===== config.mk =====
export PLATFORM = sky130hd
export DESIGN_NAME = lbmp_ctrl
export DESIGN_NICKNAME = d
export VERILOG_FILES = /design/src/rtl/core/lbmp_pkg.sv /design/src/rtl/core/lbmp_ctrl.sv
export SDC_FILE = /design/constraint.sdc
export NUM_CORES = 1
export LEC_CHECK = 0
export CORE_ASPECT_RATIO = 1.1
export CORE_MARGIN = 4
export CORE_UTILIZATION = 40
export DETAILED_ROUTE_END_ITERATION = 7
export DONT_BUFFER_PORTS = 1
export PLACE_DENSITY = 0.56
export SYNTH_ARGS = -nofsm -noshare
export SYNTH_HDL_FRONTEND = slang
export SYNTH_SLANG_ARGS = --single-unit

===== constraint.sdc =====
create_clock -name i_clk -period 3.98 [get_ports i_clk]
set_input_delay 0.796 -clock i_clk [delete_from_list [all_inputs] [get_ports i_clk]]
set_output_delay 0.796 -clock i_clk [all_outputs]
set_load 0.01 [all_outputs]

===== src/rtl/core/lbmp_pkg.sv =====
package lbmp_pkg;

    localparam int TABLE_DEPTH = 65536;
    localparam int TBL_AW      = $clog2(TABLE_DEPTH);
    localparam int VAL_W       = 16;
    localparam int WIDE_W      = 64;
    localparam int MUL_STEPS   = 2 * VAL_W;
    localparam int MCNT_W      = $clog2(MUL_STEPS + 1);
    localparam int DCNT_W      = $clog2(WIDE_W + 1);

    // operand pair for the shared multiply-reduce unit
    typedef enum logic [2:0] {
        MS_VAL_I,
        MS_PACC_BASE,
        MS_BASE_BASE,
        MS_FQ_IQ,
        MS_T_IQ,
        MS_ACC_T
    } t_msel;

    // where a finished product goes
    typedef enum logic [2:0] {
        WB_FACT,
        WB_PACC,
        WB_BASE,
        WB_INV,
        WB_T,
        WB_ACC
    } t_wb;

    typedef struct packed {
        logic  load;
        logic  zero_acc;
        logic  fact0;
        logic  pow_init;
        logic  pow_shift;
        logic  inv_init;
        logic  built_set;
        logic  div_start;
        logic  rd_a;
        logic  rd_b;
        logic  mul_start;
        t_msel msel;
        t_wb   wb;
        logic  out_load;
    } t_cmd;

    typedef struct packed {
        logic mul_busy;
        logic div_busy;
        logic i_eq_p;
        logic i_zero;
        logic e_zero;
        logic e_lsb;
        logic nk_zero;
        logic dk_gt_dn;
        logic p_bad;
        logic range_bad;
        logic need_build;
        logic out_free;
    } t_stat;

endpackage


===== src/rtl/core/lbmp_ctrl.sv =====
module lbmp_ctrl (
    input  logic            i_clk,
    input  logic            i_rst_n,
    input  logic            i_start,
    input  lbmp_pkg::t_stat i_stat,
    output logic            o_idle,
    output lbmp_pkg::t_cmd  o_cmd
);

    typedef enum logic [22:0] {
        S_IDLE  = 23'h000001,
        S_CHK   = 23'h000002,
        S_FACT0 = 23'h000004,
        S_FACT  = 23'h000008,
        S_FACTW = 23'h000010,
        S_POW0  = 23'h000020,
        S_POW   = 23'h000040,
        S_POWW  = 23'h000080,
        S_SQ    = 23'h000100,
        S_SQW   = 23'h000200,
        S_INV0  = 23'h000400,
        S_INV   = 23'h000800,
        S_INVW  = 23'h001000,
        S_DW    = 23'h002000,
        S_DIVW  = 23'h004000,
        S_RDA   = 23'h008000,
        S_M1    = 23'h010000,
        S_M1W   = 23'h020000,
        S_M2    = 23'h040000,
        S_M2W   = 23'h080000,
        S_M3    = 23'h100000,
        S_M3W   = 23'h200000,
        S_OUT   = 23'h400000
    } t_state;

    t_state r_state, n_state;

    always_ff @(posedge i_clk) begin
        if (!i_rst_n) begin
            r_state <= S_IDLE;
        end else begin
            r_state <= n_state;
        end
    end

    assign o_idle = r_state == S_IDLE;

    always_comb begin
        n_state = r_state;
        o_cmd   = '0;
        o_cmd.msel = lbmp_pkg::MS_ACC_T;
        o_cmd.wb   = lbmp_pkg::WB_ACC;
        unique case (r_state)
            S_IDLE: begin
                if (i_start) begin
                    o_cmd.load = 1'b1;
                    n_state    = S_CHK;
                end
            end
            S_CHK: begin
                if (i_stat.p_bad || i_stat.range_bad) begin
                    o_cmd.zero_acc = 1'b1;
                    n_state        = S_OUT;
                end else if (i_stat.need_build) begin
                    n_state = S_FACT0;
                end else begin
                    n_state = S_DW;
                end
            end
            S_FACT0: begin
                o_cmd.fact0 = 1'b1;
                n_state     = S_FACT;
            end
            S_FACT: begin
                if (i_stat.i_eq_p) begin
                    n_state = S_POW0;
                end else begin
                    o_cmd.mul_start = 1'b1;
                    o_cmd.msel      = lbmp_pkg::MS_VAL_I;
                    o_cmd.wb        = lbmp_pkg::WB_FACT;
                    n_state         = S_FACTW;
                end
            end
            S_FACTW: if (!i_stat.mul_busy) n_state = S_FACT;
            S_POW0: begin
                o_cmd.pow_init = 1'b1;
                n_state        = S_POW;
            end
            S_POW: begin
                if (i_stat.e_zero) begin
                    n_state = S_INV0;
                end else if (i_stat.e_lsb) begin
                    o_cmd.mul_start = 1'b1;
                    o_cmd.msel      = lbmp_pkg::MS_PACC_BASE;
                    o_cmd.wb        = lbmp_pkg::WB_PACC;
                    n_state         = S_POWW;
                end else begin
                    n_state = S_SQ;
                end
            end
            S_POWW: if (!i_stat.mul_busy) n_state = S_SQ;
            S_SQ: begin
                o_cmd.mul_start = 1'b1;
                o_cmd.pow_shift = 1'b1;
                o_cmd.msel      = lbmp_pkg::MS_BASE_BASE;
                o_cmd.wb        = lbmp_pkg::WB_BASE;
                n_state         = S_SQW;
            end
            S_SQW: if (!i_stat.mul_busy) n_state = S_POW;
            S_INV0: begin
                o_cmd.inv_init = 1'b1;
                n_state        = S_INV;
            end
            S_INV: begin
                if (i_stat.i_zero) begin
                    o_cmd.built_set = 1'b1;
                    n_state         = S_DW;
                end else begin
                    o_cmd.mul_start = 1'b1;
                    o_cmd.msel      = lbmp_pkg::MS_VAL_I;
                    o_cmd.wb        = lbmp_pkg::WB_INV;
                    n_state         = S_INVW;
                end
            end
            S_INVW: if (!i_stat.mul_busy) n_state = S_INV;
            S_DW: begin
                if (i_stat.nk_zero) begin
                    n_state = S_OUT;
                end else begin
                    o_cmd.div_start = 1'b1;
                    n_state         = S_DIVW;
                end
            end
            S_DIVW: if (!i_stat.div_busy) n_state = S_RDA;
            S_RDA: begin
                if (i_stat.dk_gt_dn) begin
                    o_cmd.zero_acc = 1'b1;
                    n_state        = S_OUT;
                end else begin
                    o_cmd.rd_a = 1'b1;
                    n_state    = S_M1;
                end
            end
            S_M1: begin
                o_cmd.mul_start = 1'b1;
                o_cmd.rd_b      = 1'b1;
                o_cmd.msel      = lbmp_pkg::MS_FQ_IQ;
                o_cmd.wb        = lbmp_pkg::WB_T;
                n_state         = S_M1W;
            end
            S_M1W: if (!i_stat.mul_busy) n_state = S_M2;
            S_M2: begin
                o_cmd.mul_start = 1'b1;
                o_cmd.msel      = lbmp_pkg::MS_T_IQ;
                o_cmd.wb        = lbmp_pkg::WB_T;
                n_state         = S_M2W;
            end
            S_M2W: if (!i_stat.mul_busy) n_state = S_M3;
            S_M3: begin
                o_cmd.mul_start = 1'b1;
                o_cmd.msel      = lbmp_pkg::MS_ACC_T;
                o_cmd.wb        = lbmp_pkg::WB_ACC;
                n_state         = S_M3W;
            end
            S_M3W: if (!i_stat.mul_busy) n_state = S_DW;
            S_OUT: begin
                if (i_stat.out_free) begin
                    o_cmd.out_load = 1'b1;
                    n_state        = S_IDLE;
                end
            end
            default: n_state = S_IDLE;
        endcase
    end

endmodule


# Yosys cells after proc, flatten, opt, wreduce, memory -nomap -nowiden
# Cells that the tools add are included.
# totals
ff_bits	23
inputBits	15
out_inout_bits	19
word_cells	78
# classes
eq_ne	33
n_mux	42
n_reduce_logical	2
# ops
operator	n
$pmux W23 S23	1
$mux W23	13
$pmux W7 S7	1
$mux W14	2
$mux W7	4
$eq A23 B1 Y1 const B	1
$eq A23 B10 Y1 const B	1
$eq A23 B11 Y1 const B	1
$eq A23 B12 Y1 const B	1
$eq A23 B13 Y1 const B	1
$eq A23 B14 Y1 const B	1
$eq A23 B15 Y1 const B	1
$eq A23 B16 Y1 const B	1
$eq A23 B17 Y1 const B	1
$eq A23 B18 Y1 const B	1
$eq A23 B19 Y1 const B	1
$eq A23 B2 Y1 const B	1
$eq A23 B20 Y1 const B	1
$eq A23 B21 Y1 const B	1
$eq A23 B22 Y1 const B	1
$eq A23 B23 Y1 const B	1
$eq A23 B3 Y1 const B	1
$eq A23 B4 Y1 const B	1
$eq A23 B5 Y1 const B	1
12 further kinds	37

# Depth between registers and ports, before layout
# Gate-level depths: netlist of run 1.
# logic_depth
depth_word	3
ltp_mapped	9
ltp_nobuf	7

# Worst setup path after synthesis of run 1
# OpenSTA, ideal clock, no wires.
# synth_timing
path_kind	flip-flop to output port
start	register r_state[4]
end	output port o_cmd[3] in the netlist's numbering
arrival_time_ns	2.384
setup_slack_ns	0.800
stages_incl_launch_ff	8
n_path_buf	1
path_cell_list	dfxtp_1 > or4_1 > buf_6 > or3_4 > nor4b_4 > nor4_2 > a311oi_1 > o2111ai_1
# synth_lines
item	line_no	source
start, declared	lbmp_ctrl.sv:36	t_state r_state, n_state;
start signal, assigned	lbmp_ctrl.sv:42	r_state <= n_state;
end, declared	lbmp_ctrl.sv:7	output lbmp_pkg::t_cmd o_cmd

==> out/metrics.cfg, run 1 <==
[critical_path]
critPathRequiredTime_ns = 3.18
cp_cell_sequence = or4_1 > nor4_1 > nand4bb_1 > a311oi_1 > o2111ai_1
r2r_cells = 6
crit-reg2reg-launch = r_state[4]$_SDFFE_PN0P_
end_kind = output pin
slowest_stage = or4_1
reg2reg_slack_ns = 0.92
start_kind = flop
cp_data_arrival_time_ns = 3.02
worstReg2RegEnd = r_state[13]$_SDFFE_PN0P_
cp_max_fo = 8
critPathKind = reg -> out
slowest_delay_ns = 0.70
crit_start = r_state[13]$_SDFFE_PN0P_

[flow_run]
drv_cap = 0

[routing]
via_per_inst = 6.466
first_iter_violations = 80
wl_per_cell_microns = 19.33
wl_mm = 4.814
drc_errors = 0
drtPass1Iterations = 4
ant_nets = 0
vias = 1610

[logic_synthesis]
syn_area_per_cell_sq_um = 8.379
async_flop_share_pct = 0
muxShareOfSynthArea_pct = 0
synth_cell_types = 56
synth_edf_count = 0
synth-compound-area-share_pct = 19.32
synth_top_area_share_pct = 27.34
synth_fa_ha_area_share_pct = 0
synth_seq_cells = 23
ys_seq_area_share_pct = 27.34
synth_ff_type = dfxtp_1
synth.cell_area_sq_um = 1684
yosys.area.top_type = dfxtp_1
synth_top_family_by_area = simple AND/OR/NAND/NOR gates
post_synth_and_or_nand_nor_area_fraction_pct = 43.54
netlist_instances = 201
synth-xor-area-share_pct = 2.600
synth.area.top_cells = dfxtp_1, nor2_1, nor3_1
syn-num-nets = 216
ys.warnings.count = 0

[clock_network]
root_buffer = clkbuf_8
cts_setup_buffers = 0
clock_sinks = 23
clk_latency_ns = 0.27
clk_path_buf_depth = 2
cts_made_buffers = 3
clk_pin_slew_ns = 0.08
htree_levels = 1
cts_tree = built

[worst_hold_path]
hold_path_startpoint = r_state[12]$_SDFFE_PN0P_
hold_end = r_state[12]$_SDFFE_PN0P_
min_delay_path_depth = 2
hp-class = reg -> reg

[sta]
rsz0062_at_grt = false
final-hold-violation-count = 0
fin_crit_ns = 3.813
worst_slew_pin_slew_ns = 0.9000
setup_tns_ns = 0
fin_skew_ns = 0.001639
fin_crit_sh_pct = 95.80
slew_violations = 0
fmax_ghz = 0.2623
setup_viol = 0
slew-limit-headroom_pct = 39.74

[placement]
gp_congestion = 0.8820
dp_cells = 245
dp_hpwl_mm = 3.752
portBuffers = 0

[floorplan]
num_rows = 24
die_area_sq_um = 5314
start_util_pct = 41.85
ios = 34
core_sq_um = 4024
die_w_microns = 69.87
fp.dieH_microns = 76.06

[cells_and_area]
antenna_cells = 0
final_common_cell = dfxtp_1
top_regs = r_state: 23 flops
final_cell_mix = dfxtp_1, nor2_1, inv_1
areaGrowthSynthToFinish_pct = 3.863
largest-register = r_state
drive_above_1_share_pct = 12.69
nets = 213
final_cells = 249
largest_reg_flops = 23

[global_route]
antenna_found_initial = 0
grt_start_max_net_pins = 18
track_usage_pct = 18.48
grt_pass1_wl_mm = 7.983
grt-ovfl-total = 0
grt_pass1_vias = 1579

[power_and_ir_drop]
vdd_ir_drop_max_mv = 0.09525
cellLeakagePower_uw = 0.0006911
p_per_area_nw_per_um2 = 316.0

[outcome]
status = completed

## cells in the mapped netlist, drive strengths merged, types with 5 or more instances
cell type and instances:
and3 5, or4 5, inv 13, buf 8, nor4b 6, dfxtp 23
nor3 12, o21ai 7, nand2b 6, a221oi 6, nand2 10, nand3 6
a2111oi 5, nor2 22, nor4 6
## worst max-delay path, delay by kind of cell (launching register included)
kind,cells,cell delay [ns]
and+or+nand+nor,3,1.61
AOI/OAI and AO/OA,2,0.76
DFF,1,0.37
## per-stage QoR
stage / hold WS (ns) / utilization [%] / total power [uW] / worst slack [ns] / cell area (sq um)
after global placement: 0.5103 / 42.23 / 403.3 / 0.5798 / 1699
after CTS: 0.5267 / 43.35 / 557.0 / 0.2077 / 1744
final: 0.5261 / 43.47 / 552.7 / 0.1671 / 1749
after detailed placement: 0.5151 / 42.23 / 406.6 / 0.5339 / 1699
after floorplan: 0.4838 / - / 374.1 / 0.8004 / 1684
after global routing: 0.5939 / 43.47 / 580.4 / 0.07216 / 1749
## routing by layer
metal	GRT usage [%]	routed length, microns	share of wire [%]	vias to the layer above
met1	24.23	1987	41	750
met3	4.222	474	9.8	7
met2	30.15	2281	47	89
li1	-	-	-	764
met4	5.364	70	1.5	0
met5	0	0	0	-
## final cells by class
class                      instances  area (sq um)
clock buffer                       4         45.04
fill                             426          2275
inverter                          13         48.80
multi-input combinational        154          1107
sequential                        23         460.4
tap                               52         65.06
timing repair buffer               3         22.52
## worst max-delay path by stage
| stage | slack [ns] | endpoint |
|---|---|---|
| final | 0.17 | o_cmd[3] |
| after global routing | 0.07 | o_cmd[3] |
| after CTS | 0.21 | o_cmd[3] |
| after detailed placement | 0.53 | o_cmd[3] |
| after global placement | 0.58 | o_cmd[3] |
| after floorplan | 0.80 | o_cmd[3] |
## cell families (layout without fill, tap and decap cells)
logic type      Yosys count  count (layout)
compound gates           38              38
flops                    23              23
buf+inv                  24              20
simple gates            111             111
xor+xnor                  5               5
## power breakdown
part	internal [uW]	switching, uW
clock network	71.7	79.2
logic	51.7	107
registers	235	8.11
total	359	194
## timing repair
item                       CTS  global route
hold buffers                 0             0
setup endpoints to repair    0             2
gates resized for setup      0             1
Note: power is estimated with default switching activity, not from simulation.
==> run 2: changes to the inputs <==
--- a/config.mk
+++ b/config.mk
@@ -5,6 +5,7 @@
 export SDC_FILE = /design/constraint.sdc
 export NUM_CORES = 1
 export LEC_CHECK = 0
+export ABC_AREA = 1
 export CORE_ASPECT_RATIO = 1.1
 export CORE_MARGIN = 4
 export CORE_UTILIZATION = 40
==> run 2 against run 1 <==
Synthesized cell count is 58% higher; final cell count rose by 49%; largest power group is now combinational cells; first-iteration DRC count grew 34%; critical path depth is 4 higher; count of clock-buffer cells in the layout unchanged; sequential share of layout area shrank 2.5 points.
==> out/metrics.cfg, run 2 <==
[power_and_ir_drop]
cellLeakagePower_uw = 0.001060  ; was 0.0006911 uW
total_power_uw = 1802  ; was 552.7 uW
p_clk_share_pct = 8.5  ; was 27.3%
vdd_ir_drop_max_mv = 0.4984  ; was 0.09525 mV
p_per_area_nw_per_um2 = 934.0  ; was 316.0 nW/um^2
power_frac_seq_pct = 18.0  ; was 44.0%
internal_power_uw = 705.5  ; was 358.5 uW
sw_frac_of_total_pct = 60.85  ; was 35.13%
comb_power_share_pct = 73.5  ; was 28.7%
p_sw_uw = 1097  ; was 194.2 uW

[cells_and_area]
antenna_cells = 0  ; unchanged
final_common_cell = nand2_1  ; was dfxtp_1
top_regs = r_state: 23 flops  ; unchanged
final_cell_mix = nand2_1, nor2_1, inv_1  ; was dfxtp_1, nor2_1, inv_1
nets = 333  ; was 213
largest_reg_flops = 23  ; unchanged
areaGrowthSynthToFinish_pct = 2.869  ; was 3.863%
largest-register = r_state  ; unchanged
drive_above_1_share_pct = 12.62  ; was 12.69%

[floorplan]
fp.dieH_microns = 79.82  ; was 76.06 microns
die_w_microns = 73.29  ; was 69.87 microns
ios = 34  ; unchanged
num_rows = 25  ; was 24
die_area_sq_um = 5850  ; was 5314 sq um
core_sq_um = 4410  ; was 4024 sq um
start_util_pct = 42.52  ; was 41.85%

[logic_synthesis]
synth-xor-area-share_pct = 0  ; was 2.600%
muxShareOfSynthArea_pct = 0  ; unchanged
synth_edf_count = 0  ; unchanged
synth_fa_ha_area_share_pct = 0  ; unchanged
synth_ff_type = dfxtp_1  ; unchanged
netlist_instances = 318  ; was 201
synth_top_family_by_area = simple AND/OR/NAND/NOR gates  ; unchanged
syn_area_per_cell_sq_um = 5.898  ; was 8.379 sq um
ys.warnings.count = 0  ; unchanged
synth_seq_cells = 23  ; unchanged
synth_top_area_share_pct = 24.55  ; was 27.34%
post_synth_and_or_nand_nor_area_fraction_pct = 54.37  ; was 43.54%
synth.most_common_cell = nand2_1  ; was dfxtp_1
synth_cell_types = 25  ; was 56
ys_seq_area_share_pct = 24.55  ; was 27.34%
async_flop_share_pct = 0  ; unchanged
synth.area.top_cells = dfxtp_1, nand2_1, nor2_1  ; was dfxtp_1, nor2_1, nor3_1
syn-num-nets = 333  ; was 216
synthTopCellsByCount = nand2_1, nor2_1, inv_1, nand3_1, dfxtp_1  ; was dfxtp_1, nor2_1, inv_1, nor3_1, nand2_1
yosys.area.top_type = dfxtp_1  ; unchanged
synth-compound-area-share_pct = 5.737  ; was 19.32%
synth.cell_area_sq_um = 1876  ; was 1684 sq um

[placement]
gp_congestion = 0.8939  ; was 0.8820
portBuffers = 0  ; unchanged
dp_hpwl_mm = 4.189  ; was 3.752 mm

[clock_network]
hold_buffers = 0  ; unchanged
clk_pin_slew_ns = 0.08  ; about the same
cts_made_buffers = 3  ; unchanged
cts_resized = 0  ; unchanged
clk_path_buf_depth = 2  ; unchanged
cts_setup_buffers = 0  ; unchanged
clk_latency_ns = 0.27  ; about the same
clock_sinks = 23  ; unchanged
cts_tree = built  ; unchanged
root_buffer = clkbuf_8  ; unchanged
htree_levels = 1  ; unchanged

[global_route]
grt-busiest-layer = met2  ; unchanged
grt_start_max_net_pins = 16  ; was 18
use_met2_pct = 31.84  ; was 30.15%
antenna_found_initial = 0  ; unchanged
track_usage_pct = 18.76  ; was 18.48%
grt-ovfl-total = 0  ; unchanged
use_met1_pct = 24.22  ; was 24.23%
grt_use_met3_pct = 2.015  ; was 4.222%
grt_pass1_wl_mm = 8.556  ; was 7.983 mm
grt_pass1_vias = 1809  ; was 1579

[sta]
fin_crit_sh_pct = 78.89  ; was 95.80%
slew-limit-headroom_pct = 66.09  ; was 39.74%
final-hold-violation-count = 0  ; unchanged
setup_viol = 0  ; unchanged
fin_crit_ns = 3.140  ; was 3.813 ns
setup_tns_ns = 0  ; unchanged
rsz0062_at_grt = false  ; unchanged
fin_skew_ns = 0.003329  ; was 0.001639 ns
worst_slew_pin_slew_ns = 0.5033  ; was 0.9000 ns
slew_violations = 0  ; unchanged
fmax_ghz = 0.3185  ; was 0.2623 GHz

[routing]
via_per_inst = 5.030  ; was 6.466
drtPass1Iterations = 4  ; unchanged
wl_mm = 5.158  ; was 4.814 mm
first_iter_violations = 107  ; was 80
wl_per_cell_microns = 13.90  ; was 19.33 microns
ant_nets = 0  ; unchanged
drc_errors = 0  ; unchanged
vias = 1866  ; was 1610

[critical_path]
slowest_delay_ns = 0.38  ; was 0.70 ns
critPathKind = reg -> out  ; unchanged
cp_data_arrival_time_ns = 2.34  ; was 3.02 ns
slowest_stage = nor2_1  ; was or4_1
cp_max_fo = 12  ; was 8
start_kind = flop  ; unchanged
cp_cell_sequence = nor2_2 > nand2_1 > nor2_4 > nand2_1 > nor2_1 > nand2_1 > nor2_1 > nor4_1 > nand3_1  ; was or4_1 > nor4_1 > nand4bb_1 > a311oi_1 > o2111ai_1
cp_top_family = simple AND/OR/NAND/NOR gates  ; unchanged
crit_buf_inv = 0  ; unchanged
end_kind = output pin  ; unchanged
cpMostUsedCell = nand2_1
critPathRequiredTime_ns = 3.18  ; about the same

[worst_hold_path]
hp-class = reg -> reg  ; unchanged

[flow_run]
drv_cap = 0  ; unchanged

[outcome]
status = completed  ; unchanged

## run 2: through the flow
step	instance area, sq um	cells	setup WS, ns	utilization (%)	hold WS, ns
4_1_cts	1929	371	0.8160	43.74	0.5430
6_report	1929	371	0.8400	43.74	0.5383
3_3_place_gp	1884	367	1.159	42.72	0.5282
2_1_floorplan	1876	318	1.624	-	0.4917
3_5_place_dp	1884	367	1.129	42.72	0.5306
5_1_grt	1929	371	0.5149	43.74	0.5695
## run 2: tightest hold or removal path, cell delays in order (launching register included)
cell     delay [ns]
dfxtp_1        0.35
nor2_1         0.11
nor2_1         0.05
## run 2: logic make-up (layout without fill, tap and decap cells)
group                  Yosys count  after routing
DFF                             23             23
AOI/OAI and AO/OA               15             15
buffers and inverters           66             65
and+or+nand+nor                214            214
## run 2: routing by layer
metal | share of wire (%) | vias to the layer above
met5 | 0 | -
met4 | 2.2 | 0
met3 | 4.7 | 9
met2 | 50 | 42
met1 | 43 | 827
li1 | - | 988
## run 2: final cells by class
class | instances | area (sq um)
fillers | 495 | 2481
multi-input cells | 229 | 1127
flip-flops and latches | 23 | 460.4
inverters | 61 | 229.0
well taps | 54 | 67.56
clock buffers | 4 | 45.04
## run 2: path summary, 6_finish.rpt
path,start,endpoint,slack [ns],cells past startpoint
max,r_state[18]$_SDFFE_PN0P_,o_cmd[3],0.84,9
max reg2reg,r_state[12]$_SDFFE_PN0P_,r_state[9]$_SDFFE_PN0P_,1.68,12
min reg2reg,r_state[4]$_SDFFE_PN0P_,r_state[4]$_SDFFE_PN0P_,0.54,2
min,r_state[4]$_SDFFE_PN0P_,r_state[4]$_SDFFE_PN0P_,0.54,2
## run 2: power by group through the flow
stage / sequential (uW) / clock (uW) / combinational, uW
2_1_floorplan: 320 / 0 / 1180
6_report: 325 / 153 / 1320
3_3_place_gp: 329 / 0 / 1340
5_1_grt: 332 / 166 / 1490
3_5_place_dp: 330 / 0 / 1340
4_1_cts: 325 / 158 / 1340
==> run 3: changes to the inputs <==
==> constraint.sdc (replaced) <==
create_clock -name i_clk -period 3.1 [get_ports i_clk]
set_input_delay 0.62 -clock i_clk [delete_from_list [all_inputs] [get_ports i_clk]]
set_output_delay 0.62 -clock i_clk [all_outputs]
set_load 0.01 [all_outputs]
==> run 3 against run 2 <==
Critical path depth is 2 higher; combinational power is 33% higher; first-iteration DRC count is 15% higher; sequential share of layout area is 0.29 points lower; count of clock-buffer cells in the layout is 1 lower; sequential power is 28% higher; wire length is 0.72% lower; core utilization is 0.54 points higher; die area stayed put; highest routed layer unchanged.
==> out/metrics.cfg, run 3 (synthesis results as in run 2) <==
[clock_network]
clk_pin_slew_ns = 0.09  ; was 0.08 ns
cts_tree = built  ; unchanged
htree_levels = 1  ; unchanged
clk_path_buf_depth = 2  ; unchanged
clock_sinks = 23  ; unchanged
root_buffer = clkbuf_8  ; unchanged
cts_setup_buffers = 0  ; unchanged
cts_made_buffers = 3  ; unchanged
hold_buffers = 0  ; unchanged
cts_resized = 0  ; unchanged
clk_latency_ns = 0.27  ; about the same

[power_and_ir_drop]
vdd_ir_drop_max_mv = 0.7576  ; was 0.4984 mV
internal_power_uw = 968.5  ; was 705.5 uW
comb_power_share_pct = 74.1  ; was 73.5%
sw_frac_of_total_pct = 59.21  ; was 60.85%
p_clk_share_pct = 8.4  ; was 8.5%
p_sw_uw = 1406  ; was 1097 uW
cellLeakagePower_uw = 0.001076  ; was 0.001060 uW
power_frac_seq_pct = 17.5  ; was 18.0%
p_per_area_nw_per_um2 = 1216  ; was 934.0 nW/um^2

[outcome]
status = completed  ; unchanged

[cells_and_area]
areaGrowthSynthToFinish_pct = 4.136  ; was 2.869%
largest_reg_flops = 23  ; unchanged
drive_above_1_share_pct = 13.75  ; was 12.62%
final_common_cell = nand2_1  ; unchanged
nets = 336  ; was 333
antenna_cells = 0  ; unchanged
largest-register = r_state  ; unchanged
final_cells = 374  ; was 371
stdcell_area_sq_um = 1953  ; was 1929 sq um
top_regs = r_state: 23 flops  ; unchanged
utilization_pct = 44.28  ; was 43.74%
final_cell_mix = nand2_1, nor2_1, inv_1  ; unchanged

[sta]
final-hold-violation-count = 0  ; unchanged
slew-limit-headroom_pct = 67.00  ; was 66.09%
setup_tns_ns = 0  ; unchanged
slew_violations = 0  ; unchanged
holdWs_ns = 0.4274  ; was 0.5383 ns
fin_crit_ns = 2.811
fin_crit_sh_pct = 90.69
fmax_ghz = 0.3557
fin_skew_ns = 0.003508  ; was 0.003329 ns
worst_slew_pin_slew_ns = 0.4899  ; was 0.5033 ns
setup_viol = 0  ; unchanged
rsz0062_at_grt = false  ; unchanged

[floorplan]
core_sq_um = 4410  ; unchanged
start_util_pct = 42.52  ; unchanged
die_w_microns = 73.29  ; unchanged
num_rows = 25  ; unchanged
ios = 34  ; unchanged
die_area_sq_um = 5850  ; unchanged
fp.dieH_microns = 79.82  ; unchanged

[critical_path]
end_kind = output pin  ; unchanged
slowest_stage = dfxtp_1  ; was nor2_1
cp_data_arrival_time_ns = 2.19  ; was 2.34 ns
start_kind = flop  ; unchanged
cp_top_family = simple AND/OR/NAND/NOR gates  ; unchanged
slowest_delay_ns = 0.34  ; was 0.38 ns
cpMostUsedCell = nand2_1  ; unchanged
crit_buf_inv = 1  ; was 0
cp_max_fo = 6  ; was 12
critPathKind = reg -> out  ; unchanged
critPathRequiredTime_ns = 2.48  ; was 3.18 ns
cp_cell_sequence = inv_2 > nand2_1 > nor2_4 > nand2_2 > nor2_4 > nand2_1 > nand2_1 > nor2_1 > nand3_1 > nor3b_2 > nand3_1  ; was nor2_2 > nand2_1 > nor2_4 > nand2_1 > nor2_1 > nand2_1 > nor2_1 > nor4_1 > nand3_1

[global_route]
grt-ovfl-total = 0  ; unchanged
track_usage_pct = 18.95  ; was 18.76%
antenna_found_initial = 0  ; unchanged
grt_pass1_wl_mm = 8.673  ; was 8.556 mm
grt_start_max_net_pins = 16  ; unchanged
grt_pass1_vias = 1826  ; was 1809

[routing]
drc_errors = 0  ; unchanged
first_iter_violations = 123  ; was 107
vias = 1908  ; was 1866
wl_per_cell_microns = 13.69  ; was 13.90 microns
wl_mm = 5.121  ; was 5.158 mm
ant_nets = 0  ; unchanged
via_per_inst = 5.102  ; was 5.030
drtPass1Iterations = 4  ; unchanged

[placement]
place_area_sq_um = 1892  ; was 1884 sq um
dp_hpwl_mm = 4.157  ; was 4.189 mm
gp_congestion = 0.9387  ; was 0.8939
dp_cells = 368  ; was 367
portBuffers = 0  ; unchanged

[flow_run]
drv_cap = 0  ; unchanged

[worst_hold_path]
hp-class = in -> reg  ; was reg -> reg

## run 3: worst paths after layout
kind,slack [ns],from,depth (start not counted),end
max,0.29,r_state[7]$_SDFFE_PN0P_,11,o_cmd[1]
min,0.43,i_rst_n,1,r_state[0]$_SDFFE_PN1P_
max reg2reg,0.90,r_state[12]$_SDFFE_PN0P_,12,r_state[21]$_SDFFE_PN0P_
min reg2reg,0.53,r_state[4]$_SDFFE_PN0P_,2,r_state[4]$_SDFFE_PN0P_
## run 3: power by group through the flow
stage	Combinational, uW	Sequential (uW)	Clock (uW)
after floorplan	1510	411	0
after global placement	1710	420	0
after detailed placement	1700	422	0
after CTS	1710	415	201
after global routing	1970	425	214
final	1760	415	199
## run 3: area by class of cell
class                           count  area [sq um]
Sequential cell                    23         460.4
Clock buffer                        3         41.29
Clock inverter                      1         5.005
Inverter                           61         229.0
Multi-Input combinational cell    229          1127
Timing Repair Buffer                3         22.52
Tap cell                           54         67.56
Fill cell                         478          2457
## run 3: per-layer routing
metal,GRT usage [%],vias up,share of wire [%]
met2,30.41,44,48
met1,24.91,851,44
li1,-,1000,-
met5,0,-,0
met3,2.897,13,5.8
met4,7.971,0,2.6
## run 3: metrics by stage
stage	power, uW	setup WS [ns]
after global routing	2613	0.02079
after detailed placement	2126	0.5164
after floorplan	1920	0.9195
after global placement	2131	0.5746
final	2374	0.2885
after CTS	2324	0.1940
